`src/rtl/core/desi_pkg.sv`:
```
// Shared types and constants for the directed edge-set insert block.
package desi_pkg;

    localparam int DEF_MAX_VERTICES = 16;

    localparam logic [1:0] ST_ADDED   = 2'd0;
    localparam logic [1:0] ST_PRESENT = 2'd1;
    localparam logic [1:0] ST_FULL    = 2'd2;

    typedef struct packed {
        logic signed [31:0] from_vertex;
        logic signed [31:0] to_vertex;
    } t_edge_req;

    typedef struct packed {
        logic [1:0] status;
        logic [3:0] from_slot;
        logic [3:0] to_slot;
        logic       from_created;
        logic       to_created;
    } t_edge_rsp;

endpackage

```
`src/rtl/core/directed_edge_set_insert_top.sv`:
```
// Top level of the directed edge-set insert block: sequencer, vertex table and edge matrix.
//
// Usage
//   Input channel (i_in_valid / o_in_ready / i_in_data) carries one request: a directed
//   edge given as two 32-bit vertex labels. Output channel (o_out_valid / i_out_ready /
//   o_out_data) returns exactly one response per request: status, both table slots and
//   the two "newly registered" flags.
//   One request is worked on at a time. A single pair of label comparators is walked
//   over the registered vertex slots, one slot per cycle through the vertex table's
//   read port; labels are then registered through its single write port and the edge
//   row is read, modified and written back through the matrix port.
//   The time from acceptance to response valid grows with the number of registered
//   vertices, since the scan reads each of them; on an empty table the scan issues no
//   read. A full-table response skips the S_ADD_TO, S_ROW_RD and S_ROW_UPD states.
//   A new request is taken only once the previous response has entered the output
//   register, so requests are not overlapped.
//   The output register holds the response while the receiver stalls; the block still
//   accepts and works on the next request, and waits before its own response only if
//   the previous one has not yet been taken.
//   Reset (synchronous, active low) empties the vertex table and clears every edge row
//   at once through per-row valid bits; no clearing pass is needed.
module directed_edge_set_insert_top
    import desi_pkg::*;
#(
    parameter int MAX_VERTICES = DEF_MAX_VERTICES
) (
    input  logic      i_clk,
    input  logic      i_rst_n,
    input  logic      i_in_valid,
    output logic      o_in_ready,
    input  t_edge_req i_in_data,
    output logic      o_out_valid,
    input  logic      i_out_ready,
    output t_edge_rsp o_out_data
);

    localparam int SW = $clog2(MAX_VERTICES);       // slot index width
    localparam int CW = $clog2(MAX_VERTICES + 1);   // count width, holds MAX_VERTICES

    typedef enum logic [6:0] {
        S_IDLE    = 7'b0000001,
        S_SCAN    = 7'b0000010,
        S_DECIDE  = 7'b0000100,
        S_ADD_TO  = 7'b0001000,
        S_ROW_RD  = 7'b0010000,
        S_ROW_UPD = 7'b0100000,
        S_RESULT  = 7'b1000000
    } t_state;

    // Vertex label table and edge matrix, one row per source slot.
    logic [31:0]             label_mem [MAX_VERTICES];
    logic [MAX_VERTICES-1:0] edge_mem  [MAX_VERTICES];

    // Control registers
    t_state                  r_state,     n_state;
    logic [CW-1:0]           r_count,     n_count;
    logic [CW-1:0]           r_idx,       n_idx;
    logic                    r_rd_vld,    n_rd_vld;
    logic [MAX_VERTICES-1:0] r_row_valid, n_row_valid;
    logic                    r_out_valid, n_out_valid;

    // Payload registers
    logic [31:0]             r_a, n_a;
    logic [31:0]             r_b, n_b;
    logic [SW-1:0]           r_rd_slot, n_rd_slot;
    logic                    r_fa, n_fa;
    logic                    r_fb, n_fb;
    logic [SW-1:0]           r_sa, n_sa;
    logic [SW-1:0]           r_sb, n_sb;
    logic                    r_ca, n_ca;
    logic                    r_cb, n_cb;
    t_edge_rsp               r_res, n_res;
    t_edge_rsp               r_out, n_out;

    // Memory read data (registered) and port controls
    logic [31:0]             r_rd_label;
    logic [MAX_VERTICES-1:0] r_row;
    logic                    lbl_re, lbl_we;
    logic [SW-1:0]           lbl_ra, lbl_wa;
    logic [31:0]             lbl_wd;
    logic                    row_re, row_we;
    logic [MAX_VERTICES-1:0] row_wd;

    // Decision helpers
    logic [1:0]              need;
    logic [CW-1:0]           free_slots;
    logic [MAX_VERTICES-1:0] cur_row;
    logic [MAX_VERTICES-1:0] edge_mask;

    assign o_in_ready  = r_state == S_IDLE;
    assign o_out_valid = r_out_valid;
    assign o_out_data  = r_out;

    // Labels to register: one per missing label, a self-loop needs only one.
    always_comb begin
        if (!r_fa && !r_fb && r_a == r_b) begin
            need = 2'd1;
        end else begin
            need = 2'({1'b0, !r_fa} + {1'b0, !r_fb});
        end
        free_slots = CW'(MAX_VERTICES) - r_count;
        cur_row    = r_row_valid[r_sa] ? r_row : '0;
        edge_mask  = MAX_VERTICES'(1) << r_sb;
    end

    always_comb begin
        n_state     = r_state;
        n_count     = r_count;
        n_idx       = r_idx;
        n_rd_vld    = 1'b0;
        n_row_valid = r_row_valid;
        n_out_valid = r_out_valid && !i_out_ready;
        n_a         = r_a;
        n_b         = r_b;
        n_rd_slot   = r_rd_slot;
        n_fa        = r_fa;
        n_fb        = r_fb;
        n_sa        = r_sa;
        n_sb        = r_sb;
        n_ca        = r_ca;
        n_cb        = r_cb;
        n_res       = r_res;
        n_out       = r_out;
        lbl_re      = 1'b0;
        lbl_ra      = r_idx[SW-1:0];
        lbl_we      = 1'b0;
        lbl_wa      = r_count[SW-1:0];
        lbl_wd      = r_a;
        row_re      = 1'b0;
        row_we      = 1'b0;
        row_wd      = cur_row | edge_mask;

        unique case (r_state)
            S_IDLE: begin
                // Take a new request; the previous response may still sit in the output register.
                if (i_in_valid) begin
                    n_a     = i_in_data.from_vertex;
                    n_b     = i_in_data.to_vertex;
                    n_idx   = '0;
                    n_fa    = 1'b0;
                    n_fb    = 1'b0;
                    n_sa    = '0;
                    n_sb    = '0;
                    n_ca    = 1'b0;
                    n_cb    = 1'b0;
                    n_state = S_SCAN;
                end
            end
            S_SCAN: begin
                // Issue one slot read per cycle, compare the slot read in the previous cycle.
                if (r_idx < r_count) begin
                    lbl_re    = 1'b1;
                    n_rd_vld  = 1'b1;
                    n_rd_slot = r_idx[SW-1:0];
                    n_idx     = r_idx + CW'(1);
                end
                if (r_rd_vld) begin
                    if (!r_fa && r_rd_label == r_a) begin
                        n_fa = 1'b1;
                        n_sa = r_rd_slot;
                    end
                    if (!r_fb && r_rd_label == r_b) begin
                        n_fb = 1'b1;
                        n_sb = r_rd_slot;
                    end
                end
                if (r_idx >= r_count && !r_rd_vld) begin
                    n_state = S_DECIDE;
                end
            end
            S_DECIDE: begin
                if (CW'(need) > free_slots) begin
                    // No room: report full and leave the state alone.
                    n_res.status       = ST_FULL;
                    n_res.from_slot    = '0;
                    n_res.to_slot      = '0;
                    n_res.from_created = 1'b0;
                    n_res.to_created   = 1'b0;
                    n_state            = S_RESULT;
                end else begin
                    if (!r_fa) begin
                        lbl_we  = 1'b1;
                        n_sa    = r_count[SW-1:0];
                        n_count = r_count + CW'(1);
                        n_ca    = 1'b1;
                    end
                    n_state = S_ADD_TO;
                end
            end
            S_ADD_TO: begin
                if (!r_fb) begin
                    if (r_a == r_b) begin
                        n_sb = r_sa;
                    end else begin
                        lbl_we  = 1'b1;
                        lbl_wd  = r_b;
                        n_sb    = r_count[SW-1:0];
                        n_count = r_count + CW'(1);
                        n_cb    = 1'b1;
                    end
                end
                n_state = S_ROW_RD;
            end
            S_ROW_RD: begin
                row_re  = 1'b1;
                n_state = S_ROW_UPD;
            end
            S_ROW_UPD: begin
                if ((cur_row & edge_mask) != '0) begin
                    n_res.status = ST_PRESENT;
                end else begin
                    row_we             = 1'b1;
                    n_row_valid[r_sa]  = 1'b1;
                    n_res.status       = ST_ADDED;
                end
                n_res.from_slot    = 4'(r_sa);
                n_res.to_slot      = 4'(r_sb);
                n_res.from_created = r_ca;
                n_res.to_created   = r_cb;
                n_state            = S_RESULT;
            end
            S_RESULT: begin
                // Hold until the output register is free, then hand the response over.
                if (!r_out_valid || i_out_ready) begin
                    n_out       = r_res;
                    n_out_valid = 1'b1;
                    n_state     = S_IDLE;
                end
            end
            default: begin
                n_state = S_IDLE;
            end
        endcase
    end

    always_ff @(posedge i_clk) begin
        if (!i_rst_n) begin
            r_state     <= S_IDLE;
            r_count     <= '0;
            r_idx       <= '0;
            r_rd_vld    <= 1'b0;
            r_row_valid <= '0;
            r_out_valid <= 1'b0;
        end else begin
            r_state     <= n_state;
            r_count     <= n_count;
            r_idx       <= n_idx;
            r_rd_vld    <= n_rd_vld;
            r_row_valid <= n_row_valid;
            r_out_valid <= n_out_valid;
        end
    end

    always_ff @(posedge i_clk) begin
        r_a       <= n_a;
        r_b       <= n_b;
        r_rd_slot <= n_rd_slot;
        r_fa      <= n_fa;
        r_fb      <= n_fb;
        r_sa      <= n_sa;
        r_sb      <= n_sb;
        r_ca      <= n_ca;
        r_cb      <= n_cb;
        r_res     <= n_res;
        r_out     <= n_out;
    end

    // Vertex label table: one write port, one registered read port.
    always_ff @(posedge i_clk) begin
        if (lbl_we) begin
            label_mem[lbl_wa] <= lbl_wd;
        end
        if (lbl_re) begin
            r_rd_label <= label_mem[lbl_ra];
        end
    end

    // Edge matrix: read-modify-write of the source row.
    always_ff @(posedge i_clk) begin
        if (row_we) begin
            edge_mem[r_sa] <= row_wd;
        end
        if (row_re) begin
            r_row <= edge_mem[r_sa];
        end
    end

    // The vertex count never passes the table size.
    a_count_bound: assert property (@(posedge i_clk) disable iff (!i_rst_n)
        r_count <= CW'(MAX_VERTICES))
        else $error("vertex count beyond table size");

    // The count only grows between resets.
    a_count_mono: assert property (@(posedge i_clk) disable iff (!i_rst_n)
        $past(i_rst_n) |-> r_count >= $past(r_count))
        else $error("vertex count decreased");

    // A full response reports no slots and no new vertices.
    a_full_clean: assert property (@(posedge i_clk) disable iff (!i_rst_n)
        (o_out_valid && o_out_data.status == ST_FULL) |->
        (o_out_data.from_slot == 4'd0 && o_out_data.to_slot == 4'd0 &&
         !o_out_data.from_created && !o_out_data.to_created))
        else $error("full response carries slot data");

    // A newly registered vertex cannot already own the edge.
    a_new_added: assert property (@(posedge i_clk) disable iff (!i_rst_n)
        (o_out_valid && (o_out_data.from_created || o_out_data.to_created)) |->
        o_out_data.status == ST_ADDED)
        else $error("new vertex reported with existing edge");

    // After a request is taken the block stays busy for the next cycle.
    a_busy_after_accept: assert property (@(posedge i_clk) disable iff (!i_rst_n)
        (i_in_valid && o_in_ready) |=> !o_in_ready)
        else $error("ready while a request is in progress");

endmodule
```
`config.mk`:
```
export PLATFORM = sky130hd
export DESIGN_NAME = directed_edge_set_insert_top
export DESIGN_NICKNAME = d
export VERILOG_FILES = /design/src/rtl/core/desi_pkg.sv /design/src/rtl/core/directed_edge_set_insert_top.sv
export SDC_FILE = /design/constraint.sdc
export NUM_CORES = 1
export LEC_CHECK = 0
export ABC_AREA = 1
export BUFFER_PORTS_ARGS = -buffer_cell sky130_fd_sc_hd__clkbuf_2
export CAP_MARGIN = 0
export CELL_PAD_IN_SITES_DETAIL_PLACEMENT = 1
export CELL_PAD_IN_SITES_GLOBAL_PLACEMENT = 1
export CORE_ASPECT_RATIO = 0.7
export CORE_UTILIZATION = 50
export CTS_CLUSTER_SIZE = 25
export DETAILED_ROUTE_END_ITERATION = 10
export GPL_TIMING_DRIVEN = 0
export PLACE_DENSITY = 0.78
export SYNTH_ARGS = -nofsm -noshare
export SYNTH_HDL_FRONTEND = slang
export SYNTH_SLANG_ARGS = --single-unit
```
`constraint.sdc`:
```
create_clock -name i_clk -period 5 [get_ports i_clk]
set_input_delay 1 -clock i_clk [delete_from_list [all_inputs] [get_ports i_clk]]
set_output_delay 1 -clock i_clk [all_outputs]
set_load 0.005 [all_outputs]
```
* Yosys cells after proc, flatten, opt, wreduce, memory -nomap -nowiden
Memory sizes are Yosys's and may differ from the RTL's. A register that Yosys moved wholly into a read port is not among the register bits.
Index checks and enable logic that the tools add are counted.
** Storage, ports and cells
- Flip-flop bits (word level) :: 139
- Bits in latches :: 0
- Bits in writable memories :: 768
- Bits in read-only memories :: 0
- Output and inout bits :: 14
- Memories kept :: 2
** Operators by class
- Add/subtract/negate cells :: 4
- Multiply operators :: 0
- Divide/modulo/power cells :: 0
- Order comparisons :: 5
- Eq/ne operators :: 22
- Shifts and indexed selects :: 1
- Mux-type cells :: 65
- Bitwise gates (word level) :: 4
- Reductions and logical operators :: 35
** Memories
- label_mem :: words 16, bits a word 32, rd ports 1, clocked after memory_dff 1, wr ports 1, RTL line directed_edge_set_insert_top.sv:51 : logic [31:0] label_mem [MAX_VERTICES];
- edge_mem :: words 16, bits a word 16, rd ports 1, clocked after memory_dff 1, wr ports 1, RTL line directed_edge_set_insert_top.sv:52 : logic [MAX_VERTICES-1:0] edge_mem [MAX_VERTICES];
** Operators with widths (count)
- $eq 32x32->1 :: 3
- $mux 32 :: 3
- $pmux 7 s7 :: 1
- $mux 4 :: 9
- $or 16x16->16 :: 2
- $mux 5 :: 6
- $mux 7 :: 4
- $mux 1 :: 27
- $ne 2x2->1 const B :: 12
- $pmux 12 s2 :: 1
- $pmux 4 s3 :: 2
- $pmux 5 s2 :: 2
- $and 16x16->16 :: 1
- $mux 16 :: 1
- $reduce_and 4->1 :: 4
- $reduce_bool 16->1 :: 1
- $shl 1x4->16 const A :: 1
- $mux 12 :: 1
- $add 5x1->5 const B :: 2
- $pmux 1 s2 :: 5
- $reduce_and 2->1 :: 5
- $reduce_and 5->1 :: 2
- $reduce_bool 2->1 :: 5
- $eq 7x1->1 const B :: 1
- other kinds (23) :: 35

* Depth between registers and ports, before layout
Gate-level depths: netlist of run 1.
- Depth in word-level cells :: 9
- Mapped depth :: 20
- Mapped depth without buffers :: 20

* Worst setup path before layout of run 1
Ideal clock, no wire load.
- Path kind :: register -> register
- Start :: register r_b[17]
- End :: memory label_mem[11][0], enable pin
- Library setup time :: 0.421 ns
- Arrival :: 3.741 ns
- Required time :: 4.579 ns
- Setup slack :: 0.838 ns
- Stages on the path, launching flop included :: 19
- Path buffers :: 0
- Clock period less this slack :: 4.162 ns
- Path through :: edfxtp_1 -> xor2_1 -> nor3_1 -> nand2_1 -> nor4b_2 -> nand2_1 -> o21bai_1 -> inv_1 -> ha_1 -> a21oi_1 -> nand2_1 -> nor4_1 -> nand2_1 -> nand4_1 -> inv_2 -> nand2_1 -> inv_2 -> nand2_1 -> nor2_1
** On the way
- Word-level cells in the longest chain between the ends :: 8
** RTL lines
- start: declaration :: RTL line directed_edge_set_insert_top.sv:64 : logic [31:0] r_b, n_b;
- start signal: assignment :: RTL line directed_edge_set_insert_top.sv:256 : r_b <= n_b;
- $eq 32x32->1 (*) :: RTL line directed_edge_set_insert_top.sv:96, directed_edge_set_insert_top.sv:192
- $logic_and 1x1->1 :: RTL line directed_edge_set_insert_top.sv:96 : if (!r_fa && !r_fb && r_a == r_b) begin
- $mux 2 :: RTL line directed_edge_set_insert_top.sv:96
- $gt 2x5->1 :: RTL line directed_edge_set_insert_top.sv:172 : if (CW'(need) > free_slots) begin
- $mux 1 :: RTL line directed_edge_set_insert_top.sv:172
- $pmux 1 s2 (*) :: RTL line directed_edge_set_insert_top.sv:133 : unique case (r_state)
- $mux 1 (*) :: RTL line directed_edge_set_insert_top.sv:270 : if (lbl_we) begin
- $mux 1 (implied by the code) (*) :: RTL line directed_edge_set_insert_top.sv:271 : label_mem[lbl_wa] <= lbl_wd;
- end: declaration :: RTL line directed_edge_set_insert_top.sv:51
Mark *: on every way between the ends. The rest lies on a longest branch, timed or not.

* Worst setup path in the final report of run 1
- Start :: register r_b[29]
- End :: memory label_mem[9][18], data pin
** On the way
- Word-level cells in the longest chain between the ends :: 4
** RTL lines
- $eq 32x32->1 :: RTL line directed_edge_set_insert_top.sv:192 : if (r_a == r_b) begin
- $mux 32 :: RTL line directed_edge_set_insert_top.sv:192
- $mux 32 :: RTL line directed_edge_set_insert_top.sv:191 : if (!r_fb) begin
- $mux 32 :: RTL line directed_edge_set_insert_top.sv:133
- net lbl_wd[18] :: RTL line directed_edge_set_insert_top.sv:80 : logic [31:0] lbl_wd;
The timed path passes the listed nets, and every way through them passes these cells.

==> run metrics, run 1 <==
Yosys top cell area share=71.97%; core area=75,570 sq um; crit start category=flip-flop; Clock Latency Late Sink=slightly below 0.7 ns; dpl ws=-0.3370 ns; status=finished, final reports clean; dpl hpwl=92,520 um; Nets=3,208; Synth cell types=between 40 and 50; Area contributors post-synth=edfxtp_1, nor2_1, nand3_1, nand2_1, o21ai_0; H-tree depth=3; sequential area share after synthesis=73.80%; crit path cell chain=inv_1, nand2_1, nand4_1, nor2_1, nand2_1, nor4b_4, buf_4, nand2_1, nand2_1, clkbuf_1, o21ai_0, nand2_1; vias in the first global route=27,658; top layer in use=met5; CP most frequent cell=nand2_1; Final Cycle Share=99.67%; setup violators final=0; Slew @ Worst Pin=around 1.3 ns; Async SR Flop Fraction=0%; FMAX=0.2007 GHz; Most used DFF post-synth=edfxtp_1; Syn Std Cell Area=38,390 sq um; CP max-delay cell=clkbuf_1; Leak=~0.015 uW; Finished Cell Area=44,010 sq um; initial core utilization=50.80%; number of synthesized flops with an enable pin=920; GPL Wtd Cong=0.9677; CTS tree=done; Hold Path Stages=0; WL final=135,400 um; Core Rows=between 80 and 90; Post-Syn Area per Cell=13.31 sq um; dominant cell type by area after synthesis=edfxtp_1; syn nets=2,966; YS warnings=0; Worst Setup End Kind=flip-flop; TritonCTS Buffers=between 90 and 100; hold endpoint=o_out_data[5]; clk_skew=0.04357 ns; WL met2=56,340 um; via count=27,587; DRC violations left=0; Max-cap violations=0; Worst slew margin=15.86%; crit path DAT=5.31 ns; Largest stage delay, worst path=a little over 0.9 ns; met1 WL=54,180 um; CP delay by family, top=simple AND/OR/NAND/NOR gates; critical path peak fanout=16; Setup WS post-layout=0.01659 ns; die width=333.2 um; critical path required time=5.33 ns; DRT iter0 DRCs=~4,700; fin. max-slew vios=0; Ports=~80; clk sink count=955; critical path class=reg2reg; IO Port Bufs=81; worst hold path class=reg2reg; minimum clock period after layout=between 4 and 5 ns; hold_sp=r_res[5]; final global-route overflow total=0; Area Overhead vs Synth=14.66%; first-pass GRT wire length=190,800 um; final hold vios=0; Worst-path clk slew=around 0.060 ns; die height=233.8 um; routed len/inst=32.28 um; placed instance area=a little over 40,000 sq um; largest net degree at the start of global routing=between 40 and 50; FF-to-FF path depth=12; routed vias/inst=6.579; Post-Syn Instances=2,885; FF-to-FF setup slack=0.02 ns; # hold bufs at CTS=0; WP buf/inv=3; Critical R2R Capture=label_mem[9][18]; total track usage=34.25%; Routed Antenna Nets=0; CTS max path bufs=3; Clock Tree Root=clkbuf_16; maximum vdd drop=262.4 uV; pwr dens=401.3 nW/um^2; antenna violations before repair=7; layout cells sized above 1=10.96%; metal3 WL=20,750 um; Reg2Reg Launch Point=r_b[29]; die area=77,900 sq um; post-synthesis register bit count=955; Detailed Routing Iterations Pass 1=8
area by class of cell:
type	instances	area, sq um
Buffer	169	674.4
Tap cell	989	1237
Fill cell	7357	31550
Clock buffer	125	2581
Inverter	139	521.8
Timing Repair Buffer	149	1260
Multi-Input combinational cell	1622	9011
Antenna cell	1	2.502
Clock inverter	44	397.9
Sequential cell	955	28330
sequential cells by signal, summed over array words and instances (netlist names), 4 cells and up:
| name | count |
|---|---|
| edge_mem | 256 |
| r_rd_label | 32 |
| r_sa | 4 |
| r_idx | 5 |
| r_count | 5 |
| r_row_valid | 16 |
| r_a | 32 |
| r_b | 32 |
| r_res | 12 |
| r_state | 7 |
| o_out_data | 12 |
| r_row | 16 |
| r_sb | 4 |
| label_mem | 512 |
| r_rd_slot | 4 |
worst register-to-register path: cells and delay by family (launching register included):
kind	cells	cell delay (ns)
and+or+nand+nor	8	2.41
buffers and inverters	3	1.38
DFF	1	0.59
AOI/OAI and AO/OA	1	0.29
stage by stage:
step                power [uW]  hold slack, ns  instances  util, %  setup TNS [ns]
floorplan                 9894          0.4003       2885        -               0
global placement         10530          0.4038       3955    52.97        -1179.00
detailed placement       10640          0.4071       4003    53.99          -56.76
CTS                      17560          0.4168       4185    58.16               0
global route             17930          0.4179       4192    58.24         -0.9172
finish                   17660          0.4181       4193    58.24               0
repair_timing:
item | 4_1_cts | 5_1_grt
buffers inserted | 13 | 7
gates resized for setup | 3 | 1
pin swaps | 6 | 5
endpoints found under the hold margin | 0 | 0
endpoints found under the setup margin | 452 | 512
gates cloned | 0 | 0
kinds of logic after synthesis:
group / synth area share (%)
flops: 73.80
xor+xnor: 1.255
fa+ha+maj: 0.4238
simple gates: 11.05
compound gates: 9.055
mux: 1.304
buf+inv: 3.116
cell usage in the layout, fill, tap and decap left out, drive strengths merged, types with 7 or more instances in the layout:
cell type and count:
edfxtp 920, nor2 406, clkbuf 345, nand2 274, nand3 230, o21ai 184, inv 144, buf 98
o32ai 78, a22oi 64, a31oi 64, o221ai 51, xor2 50, mux2i 50, a21oi 37, dfxtp 35
clkinv 33, o211ai 22, nor3 18, or4 16, nand4 14, ha 13, nor4 9, nor3b 7
where the power goes:
part	total [uW]	leakage [uW]	switching (uW)	internal, uW
combinational	1590	0.00449	1220	365
clock	7080	0.00147	3140	3940
sequential	8990	0.00872	98.2	8890
layer usage:
metal | vias up | GRT usage (%)
li1 | 11235 | -
met1 | 13924 | 49.86
met2 | 2114 | 48.75
met3 | 304 | 11.27
met4 | 10 | 10.51
met5 | - | 0
synth_stat cells, types with 2 or more instances:
master / count
edfxtp_1: 920
nor2_1: 405
nand2_1: 273
nand3_1: 220
o21ai_0: 184
clkbuf_1: 139
inv_1: 131
o32ai_1: 78
a22oi_1: 64
a31oi_1: 64
o221ai_1: 51
mux2i_1: 50
xor2_1: 50
dfxtp_1: 35
a21oi_1: 28
o211ai_1: 22
buf_1: 18
nor3_1: 17
or4_1: 16
nand4_1: 14
ha_1: 13
nand3_2: 10
a21oi_2: 9
nor4_1: 9
buf_2: 8
nor3b_1: 7
o22ai_1: 6
or2_2: 6
inv_2: 5
o2111ai_1: 5
xnor2_1: 5
buf_6: 4
clkinv_1: 3
a211oi_1: 2
a21o_1: 2
o31ai_1: 2
how the worst max path moves through the flow:
stage,start,endpoint,slack (ns),depth (start not counted)
after floorplan,r_b[17],label_mem[11][0],0.84,18
after global placement,r_b[29],label_mem[11][14],-2.35,20
after detailed placement,r_b[29],label_mem[10][4],-0.34,11
after CTS,r_b[29],label_mem[13][14],0.03,21
after global routing,r_b[29],label_mem[2][23],-0.04,22
final,r_b[29],label_mem[9][18],0.02,12
No activity file was read; power rests on OpenSTA's default activity.
==> inputs of run 2 (changes only) <==
--- a/config.mk
+++ b/config.mk
@@ -11,11 +11,11 @@
 export CELL_PAD_IN_SITES_DETAIL_PLACEMENT = 1
 export CELL_PAD_IN_SITES_GLOBAL_PLACEMENT = 1
 export CORE_ASPECT_RATIO = 0.7
-export CORE_UTILIZATION = 50
+export CORE_UTILIZATION = 52
 export CTS_CLUSTER_SIZE = 25
 export DETAILED_ROUTE_END_ITERATION = 10
 export GPL_TIMING_DRIVEN = 0
-export PLACE_DENSITY = 0.78
+export PLACE_DENSITY = 0.81
 export SYNTH_ARGS = -nofsm -noshare
 export SYNTH_HDL_FRONTEND = slang
 export SYNTH_SLANG_ARGS = --single-unit
==> constraint.sdc (replaced) <==
create_clock -name i_clk -period 5 [get_ports i_clk]
set_input_delay 0.25 -clock i_clk [delete_from_list [all_inputs] [get_ports i_clk]]
set_output_delay 0.25 -clock i_clk [all_outputs]
set_load 0.005 [all_outputs]
==> run metrics, run 2 (synthesis results as in run 1) <==
layout cells sized above 1=10.68% (-0.28 points); final hold vios=0 (unchanged); ant diodes=0 (-1); Routed Antenna Nets=0 (unchanged); DRC violations left=0 (unchanged); top layer in use=met5; critical path class=reg2reg; TritonCTS Buffers=89 (-2.2%); WP buf/inv=3 (unchanged); worst hold path class=in2reg; Slew @ Worst Pin=1.309 ns (+0.05515 ns); routed vias/inst=6.794 (+3.3%); Core Rows=82 (-2.4%); Leak=0.01497 uW (+1.9%); WL met2=60,700 um (+7.7%); minimum clock period after layout=5.009 ns (+0.02602 ns); CP most frequent cell=nand2_1; CTS max path bufs=3 (unchanged); critical path required time=5.31 ns (-0.02 ns); CP delay by family, top=simple AND/OR/NAND/NOR gates; pwr dens=398.6 nW/um^2 (-0.69%); core area=72,330 sq um (-4.3%); clk sink count=955 (unchanged); H-tree depth=3 (unchanged); crit start category=flip-flop; die height=229.3 um (-1.9%); routed len/inst=33.60 um (+4.1%); die width=326.7 um (-1.9%); IO Port Bufs=81 (unchanged); Setup WS post-layout=-0.009433 ns (-0.02602 ns); die area=74,930 sq um (-3.8%); via count=28,764 (+4.3%); CP max-delay cell=clkbuf_1; FMAX=0.1996 GHz (-0.52%); met1 WL=52,770 um (-2.6%); hold_ws=0.1152 ns (-0.3029 ns); initial core utilization=53.07% (+2.3 points); Worst Setup End Kind=flip-flop; status=finished, violations left; setup violators final=4 (+4); Finished Cell Area=44,750 sq um (+1.7%); first-pass GRT wire length=202,300 um (+6.0%); Ports=82 (unchanged); Detailed Routing Iterations Pass 1=9 (+1); fill cell count=6,909 (-6.1%); Worst-path clk slew=0.07 ns (about the same); GPL Wtd Cong=0.9357 (-3.3%); crit path DAT=5.32 ns (about the same); metal3 WL=23,280 um (+12%); failing checks=negative setup slack; most common cell after layout, fill and taps aside=edfxtp_1; setup_tns=-0.01180 ns (-0.01180 ns); Final Cycle Share=100.2% (+0.52 points); total track usage=37.70% (+3.4 points); largest net degree at the start of global routing=46 (-2.1%); fin. max-slew vios=0 (unchanged); Nets=3,276 (+2.1%); final global-route overflow total=0 (unchanged); vias in the first global route=29,059 (+5.1%); maximum vdd drop=330.3 uV (+26%); Max-cap violations=0 (unchanged); DRT iter0 DRCs=5,043 (+6.6%); dpl hpwl=94,690 um (+2.3%); critical path peak fanout=16 (unchanged); Clock Latency Late Sink=0.68 ns (about the same); largest registers=label_mem x512, edge_mem x256; Clock Tree Root=clkbuf_16; Largest Register=label_mem; crit path cell chain=inv_1, nand2_1, nand4_1, nor2_1, nand2_1, nor4b_4, buf_4, nand2_1, nand2_1, clkbuf_1, o21ai_0, nand2_1; Worst slew margin=12.16% (-3.7 points); Area Overhead vs Synth=16.57%; antenna violations before repair=7 (unchanged); most frequent cells in the layout=edfxtp_1, nor2_1, nand2_1; max reg flops=512 (unchanged); WL final=142,200 um (+5.1%); Largest stage delay, worst path=0.91 ns (-0.02 ns); CTS tree=done; clk_skew=0.03842 ns (-0.005149 ns); placed instance area=40,770 sq um (about the same)
[run 2: final cells by class]
type	count	area (sq um)	share of cell area, %
multi-input cells	1622	9017	20.15
plain buffers	169	674.4	1.507
clock inverters	50	576.8	1.289
repair buffers	219	2012	4.496
clock buffers	114	2405	5.374
inverters	139	524.3	1.172
flip-flops and latches	955	28330	63.31
well taps	966	1209	2.701
[run 2: path summary, 6_finish.rpt]
check              from                to  slack (ns)  cells past startpoint
min          i_in_valid        r_state[1]        0.12                      5
min reg2reg    r_res[3]     o_out_data[3]        0.42                      0
max reg2reg     r_a[29]  label_mem[8][18]      -0.009                     12
max             r_a[29]  label_mem[8][18]      -0.009                     12
[run 2: repair_timing]
| item | CTS | global route |
|---|---|---|
| endpoints found under the setup margin | 495 | 473 |
| buffers inserted | 13 | 9 |
| pin swaps | 5 | 3 |
| hold endpoints to repair | 70 | 0 |
| gates resized for setup | 4 | 6 |
| hold buffers | 67 | 0 |
[run 2: per-stage QoR]
step	instances	power, uW	util (%)	setup slack [ns]
after floorplan	2885	9894	-	0.8383
after global placement	3932	10520	55.30	-2.243
after detailed placement	3980	10650	56.36	-0.4592
after CTS	4224	17620	61.73	0.1100
after global routing	4234	18070	61.86	-0.04921
final	4234	17830	61.86	-0.009433
[run 2: layer usage]
layer  global-route usage, %  vias to the layer above
met4                   12.50                        4
met2                   54.91                     2535
met5                       0                        -
met1                   52.86                    14399
met3                   13.28                      439
li1                        -                    11387
[run 2: worst min-delay path, delay by kind of cell]
family                 cells  cell delay [ns]
AND/OR/NAND/NOR            3             0.31
buffers and inverters      2             0.16
[run 2: report_power, final]
group | internal (uW) | switching [uW] | total (uW)
combinational | 402 | 1250 | 1650
clock | 4000 | 3180 | 7180
sequential | 8890 | 106 | 9000
total | 13300 | 4540 | 17800
